==> src/design/fbpd_pkg.sv <==
package fbpd_pkg;

	localparam int FBPD_MAX_ROUNDS = 8;
	localparam logic [7:0] SPACE_CODE = 8'h20;

	// configuration register indexes
	typedef enum logic [1:0] {
		CFG_ROUND_COUNT     = 2'd0,
		CFG_ROUND_KEYS      = 2'd1,
		CFG_FUNCTION_SELECT = 2'd2
	} cfg_idx_t;

	// round function codes
	localparam logic [2:0] FN_OR_HI   = 3'd0;
	localparam logic [2:0] FN_AND_LO  = 3'd1;
	localparam logic [2:0] FN_OR_HI_B = 3'd2;
	localparam logic [2:0] FN_XOR_HI  = 3'd3;

	typedef struct packed {
		logic [7:0] left;
		logic [7:0] right;
	} half_pair_t;

	// per-cell round control
	typedef struct packed {
		logic       active;
		logic [7:0] key;
		logic [2:0] fsel;
	} round_ctl_t;

	function automatic logic [7:0] round_fn(input logic [2:0] sel, input logic [7:0] m,
		input logic [7:0] k);
		logic [7:0] hi;
		logic [7:0] lo;
		logic [7:0] res;
		hi = {4'd0, k[7:4]};
		lo = {4'd0, k[3:0]};
		case (sel) inside
			FN_OR_HI, FN_OR_HI_B: res = (m | k) ^ (hi & m);
			FN_AND_LO:            res = (m & k) | (lo ^ m);
			FN_XOR_HI:            res = (m ^ k) & (hi | m);
			default:              res = (m & k) ^ (lo | m);
		endcase
		return res;
	endfunction

	function automatic logic [7:0] zero_to_space(input logic [7:0] v);
		return (v == 8'd0) ? SPACE_CODE : v;
	endfunction

endpackage

==> src/design/feistel_byte_pair_decrypt.sv <==
// channel  | dir | payload
// s_axis   | in  | tdata[7:0] first_byte, tdata[15:8] second_byte
// m_axis   | out | tdata[7:0] plain_first, tdata[15:8] plain_second
// cfg      | in  | cfg_index register index, cfg_data write value
//
// one round cell per stage, each with its own register
// one request accepted per cycle when the output is taken each cycle
// a stalled output fills the empty cells first; input stalls only when every cell is full
// reset clears the cell valid bits and all configuration registers to zero
// cfg_ready is always high; a write takes effect on the next cycle
module feistel_byte_pair_decrypt #(
	parameter int MAX_ROUNDS = fbpd_pkg::FBPD_MAX_ROUNDS
) (
	input  logic        clk,
	input  logic        arst_n,
	input  logic        s_axis_tvalid,
	output logic        s_axis_tready,
	input  logic [15:0] s_axis_tdata,   // [7:0] first_byte, [15:8] second_byte
	output logic        m_axis_tvalid,
	input  logic        m_axis_tready,
	output logic [15:0] m_axis_tdata,   // [7:0] plain_first, [15:8] plain_second
	input  logic        cfg_valid,
	output logic        cfg_ready,
	input  logic [1:0]  cfg_index,
	input  logic [63:0] cfg_data
);
	import fbpd_pkg::*;

	logic [3:0]  round_count_q;
	logic [63:0] round_keys_q;
	logic [2:0]  function_select_q;
	logic [3:0]  n_rounds;

	logic       valid [MAX_ROUNDS+1];
	logic       ready [MAX_ROUNDS+1];
	half_pair_t data  [MAX_ROUNDS+1];

	// configuration registers
	assign cfg_ready = 1'b1;

	always_ff @(posedge clk or negedge arst_n) begin
		if (!arst_n) begin
			round_count_q     <= '0;
			round_keys_q      <= '0;
			function_select_q <= '0;
		end else if (cfg_valid && cfg_ready) begin
			unique case (cfg_idx_t'(cfg_index))
				CFG_ROUND_COUNT:     round_count_q     <= cfg_data[3:0];
				CFG_ROUND_KEYS:      round_keys_q      <= cfg_data;
				CFG_FUNCTION_SELECT: function_select_q <= cfg_data[2:0];
				default: ;
			endcase
		end
	end

	// rounds in use, saturated at the cell count
	assign n_rounds = (round_count_q > 4'(MAX_ROUNDS)) ? 4'(MAX_ROUNDS) : round_count_q;

	// input side of the chain
	assign valid[0]       = s_axis_tvalid;
	assign data[0].right  = s_axis_tdata[7:0];
	assign data[0].left   = s_axis_tdata[15:8];
	assign s_axis_tready  = ready[0];

	// cell s runs key n-1-s, so the last key is used first
	for (genvar s = 0; s < MAX_ROUNDS; s++) begin : g_cell
		round_ctl_t ctl;
		logic [3:0] key_idx;

		assign key_idx    = n_rounds - 4'(s) - 4'd1;
		assign ctl.active = 4'(s) < n_rounds;
		assign ctl.key    = round_keys_q[key_idx[2:0]*8 +: 8];
		assign ctl.fsel   = function_select_q;

		fbpd_cell u_cell (
			.clk      (clk),
			.arst_n   (arst_n),
			.ctl      (ctl),
			.in_valid (valid[s]),
			.in_data  (data[s]),
			.in_ready (ready[s]),
			.out_valid(valid[s+1]),
			.out_data (data[s+1]),
			.out_ready(ready[s+1])
		);
	end

	// output side, zero bytes shown as spaces
	assign ready[MAX_ROUNDS]  = m_axis_tready;
	assign m_axis_tvalid      = valid[MAX_ROUNDS];
	assign m_axis_tdata[7:0]  = zero_to_space(data[MAX_ROUNDS].left);
	assign m_axis_tdata[15:8] = zero_to_space(data[MAX_ROUNDS].right);

endmodule

==> src/design/fbpd_cell.sv <==
module fbpd_cell (
	input  logic               clk,
	input  logic               arst_n,
	input  fbpd_pkg::round_ctl_t ctl,
	input  logic               in_valid,
	input  fbpd_pkg::half_pair_t in_data,
	output logic               in_ready,
	output logic               out_valid,
	output fbpd_pkg::half_pair_t out_data,
	input  logic               out_ready
);
	import fbpd_pkg::*;

	logic       valid_q;
	half_pair_t data_q;
	half_pair_t next_data;

	// one feistel round, or pass through when this cell is past the round count
	always_comb begin
		next_data = in_data;
		if (ctl.active) begin
			next_data.left  = in_data.right ^ round_fn(ctl.fsel, in_data.left, ctl.key);
			next_data.right = in_data.left;
		end
	end

	// stage takes a request when empty or when its neighbor takes the held one
	assign in_ready = !valid_q || out_ready;

	always_ff @(posedge clk or negedge arst_n) begin
		if (!arst_n) begin
			valid_q <= 1'b0;
		end else if (in_ready) begin
			valid_q <= in_valid;
		end
	end

	always_ff @(posedge clk) begin
		if (in_ready && in_valid) begin
			data_q <= next_data;
		end
	end

	assign out_valid = valid_q;
	assign out_data  = data_q;

endmodule

==> config.mk <==
export PLATFORM = sky130hd
export DESIGN_NAME = feistel_byte_pair_decrypt
export DESIGN_NICKNAME = d
export VERILOG_FILES = /design/src/design/fbpd_pkg.sv /design/src/design/feistel_byte_pair_decrypt.sv /design/src/design/fbpd_cell.sv
export SDC_FILE = /design/constraint.sdc
export NUM_CORES = 1
export LEC_CHECK = 0
export BUFFER_PORTS_ARGS = -buffer_cell sky130_fd_sc_hd__buf_2
export CAP_MARGIN = 20
export CORE_MARGIN = 1
export CORE_UTILIZATION = 60
export DETAILED_ROUTE_END_ITERATION = 10
export GPL_TIMING_DRIVEN = 0
export PLACE_DENSITY = 0.81
export SLEW_MARGIN = 30
export SYNTH_ARGS = -nofsm -noshare
export SYNTH_HDL_FRONTEND = slang
export SYNTH_SLANG_ARGS = --single-unit
export TNS_END_PERCENT = 1
==> constraint.sdc <==
create_clock -name clk -period 5.3 [get_ports clk]
set_clock_uncertainty 0.05 [all_clocks]
set_input_delay 1.06 -clock clk [delete_from_list [all_inputs] [get_ports clk]]
set_output_delay 1.06 -clock clk [all_outputs]
set_load 0.02 [all_outputs]
==> impl_metrics.toml <==
[timing]
maxSlewHeadroom = 0.272
min_period_over_period = 0.898
whs_ns = 0.403
finalCriticalPeriod_ns = 4.76
rsz0062_at_grt = "false"
hold_viol = 0
drv_slew = 0
fin_setup_tns_ns = 0
setup_violations = 0
tightest_slew_ns = 1.09
fmax_mhz = 210

[setup_path]
crit_path_start_kind = "register"
cp_num_buf_inv = 5
crit_type = "register to register"
max_stage_delay_ns = 0.66
ff2ff_path_depth = 15
worstSetupEndpointType = "register"
critPathMaxFanout = 10
rrSetupSlack_ns = 0.54
timing.rr.end = "g_cell[2].u_cell.out_data[10]"
path_cells = "buf_4 > and2b_1 > inv_2 > buf_1 > ha_1 > clkbuf_1 > clkbuf_1 > mux4_2 > ha_1 > nor2_1 > a21oi_1 > o22ai_1 > o21bai_1 > xor2_1 > o21ai_1"
crit_arrival_ns = 4.97
r2r-start = "round_count_q[3]"
critPathTopFamily = "buffers and inverters"
cp_slowest_cell = "mux4_2"
required_ns = 5.51

[global_routing]
grt_pass1_wl_um = 69400
grt_overflow = 0
antenna_found_initial = 2
grt_max_degree = 52
grt_usage = 0.380
grt_pass1_vias = 12130

[floorplan]
fp-row-count = 56
core_um2 = 23600
die_x_um = 157
start_util = 0.614
die_height_um = 157
die-area_um2 = 24800
io_pins = 106

[yosys]
synthMuxAreaShare = 0.242
synth_seq_cells = 207
synth_top_family_by_area = "multiplexers"
synthesis.instances = 1376
yosys_most_used_dff = "edfxtp_1"
yosys.area_share.simple = 0.118
synth.yosys.seq_area_share = 0.401
synth_top_area_share = 0.265
synth_area_leader_cell = "edfxtp_1"
synth-edff-count = 128
ys_top_cells_by_area = "edfxtp_1, dfrtp_1, mux4_2"
synth_area_um2 = 14500
synthAdderAreaFrac = 0.0285
syn_nets = 1496
avgSynthCellArea_um2 = 10.5
synth_common_cells = "nand2_1, edfxtp_1, o21ai_0"
synth.most_common_cell = "nand2_1"
synth-xor-area-share = 0.0206
ys.warnings.count = 0
synth_compound_area_frac = 0.145
ys_types = 78
synthArstFlopShare = 0.382

[drt]
vias_per_cell = 6.77
vias = 12480
drt_iter0_drc = 1560
drt_pass1_iterations = 6
wire_per_inst_um = 25.0
antenna_left = 0
drc_errors = 0
wl_um = 46200

[clocking]
cts_hold_buf = 0
cts_tree = "done"
clockBufferDepth = 3
cts_root_buf = "clkbuf_16"
postCtsSetupBuffers = 0
clk_pin_slew_worst_paths_ns = 0.06
ctsResizeCount = 0
htreeDepth = 1
cts_buffers = 24
clkLatencyLatePin_ns = 0.54
cts_sinks = 207

[outcome]
outcome = "complete, no violations"

[placement]
dp_hpwl_um = 35400
gp_congestion = 1.03
io_buffers = 104

[cells_and_area]
seq_area_um2 = 5820
layout.nets = 1627
finalCoreUtilization = 0.689
antenna_cells = 0
n_fill_cell = 1787
drive_gt1_frac = 0.225
multi_input_area_um2 = 8040
area_growth_pct = 12.2

[worst_hold_path]
hp-class = "primary input to asynchronous set/reset pin"

[pwr]
p_leak_nw = 6.53
vdd_ir_drop_max_uv = 319
p_per_area_nw_per_um2 = 579

[run]
cap_viol_max_count = 0
-- worst max-delay path by stage --
stage / start / endpoint / cells after the start
floorplan: round_count_q[3] / g_cell[2].u_cell.out_data[9] / 15
global placement: round_count_q[3] / g_cell[2].u_cell.out_data[9] / 15
detailed placement: round_count_q[3] / g_cell[2].u_cell.out_data[10] / 15
CTS: round_count_q[3] / g_cell[2].u_cell.out_data[10] / 15
global route: round_count_q[3] / g_cell[2].u_cell.out_data[10] / 15
finish: round_count_q[3] / g_cell[2].u_cell.out_data[10] / 15
-- through the flow --
stage / setup slack [ns] / cell area [um2] / instances / total power, mW
finish: 0.539 / 16300 / 1844 / 9.42
global route: 0.295 / 16300 / 1844 / 9.87
CTS: 0.585 / 16300 / 1844 / 9.24
detailed placement: 0.609 / 15500 / 1800 / 7.55
global placement: 0.686 / 15400 / 1799 / 7.34
floorplan: 1.38 / 14500 / 1376 / 6.12
-- routing by layer --
metal	share of wire	track usage	wire [um]
met4	0.075	0.261	3480
met3	0.11	0.0914	4870
met1	0.36	0.445	16500
met2	0.46	0.619	21300
met5	0	0	0
-- kinds of logic after synthesis --
logic type / Yosys count
buffers and inverters: 139
adder cells (fa/ha/maj): 33
other: 1
XOR/XNOR: 32
flip-flops: 207
AND/OR/NAND/NOR: 380
AO/OA/AOI/OAI: 327
multiplexers: 257
-- cell type report --
type,instances,area share
clock buffer,31,0.0430
tap,319,0.0245
timing repair buffer,105,0.0338
buffer,102,0.0313
multi-input combinational,1030,0.494
sequential,207,0.358
clock inverter,13,0.00638
inverter,37,0.00900
-- layout by cell type (no fill, tap or decap), types with 5 or more instances in the layout --
cell type | synthesis | layout
nand2_1 | 201 | 201
edfxtp_1 | 128 | 128
o21ai_0 | 112 | 112
buf_2 | 3 | 106
mux2_2 | 97 | 97
mux2i_1 | 92 | 92
nor2_1 | 88 | 87
dfrtp_1 | 79 | 79
clkbuf_1 | 74 | 76
mux4_2 | 60 | 60
a21oi_1 | 45 | 45
o22ai_1 | 36 | 36
inv_1 | 35 | 35
ha_1 | 33 | 33
xor2_1 | 28 | 28
clkbuf_16 | 0 | 26
a22oi_1 | 16 | 16
o311ai_0 | 16 | 16
nand2b_1 | 13 | 13
o32ai_1 | 13 | 13
a31oi_1 | 11 | 11
o21bai_1 | 11 | 11
nor3_1 | 9 | 9
buf_4 | 7 | 8
buf_1 | 8 | 8
nor3b_1 | 9 | 8
o21ai_1 | 8 | 8
buf_6 | 7 | 7
a211oi_1 | 7 | 7
and2_1 | 7 | 7
a2bb2oi_1 | 6 | 6
and3_1 | 6 | 6
o221ai_1 | 6 | 6
o211ai_1 | 5 | 5
and4_1 | 5 | 5
nand3_1 | 5 | 5
nand4_1 | 5 | 5
-- power breakdown --
part	internal (mW)	leakage [nW]	switching, mW
registers	2.47	2.18	0.525
logic	1.94	3.95	2.81
clock network	0.984	0.398	0.697
total	5.39	6.53	4.03
-- flip-flops by register name, summed over array words and instances (netlist names) --
name and cells:
function_select_q 3, g_cell.u_cell.out_data 128, g_cell.u_cell.out_valid 8, round_count_q 4, round_keys_q 64
(Power assumes the default switching activity.)
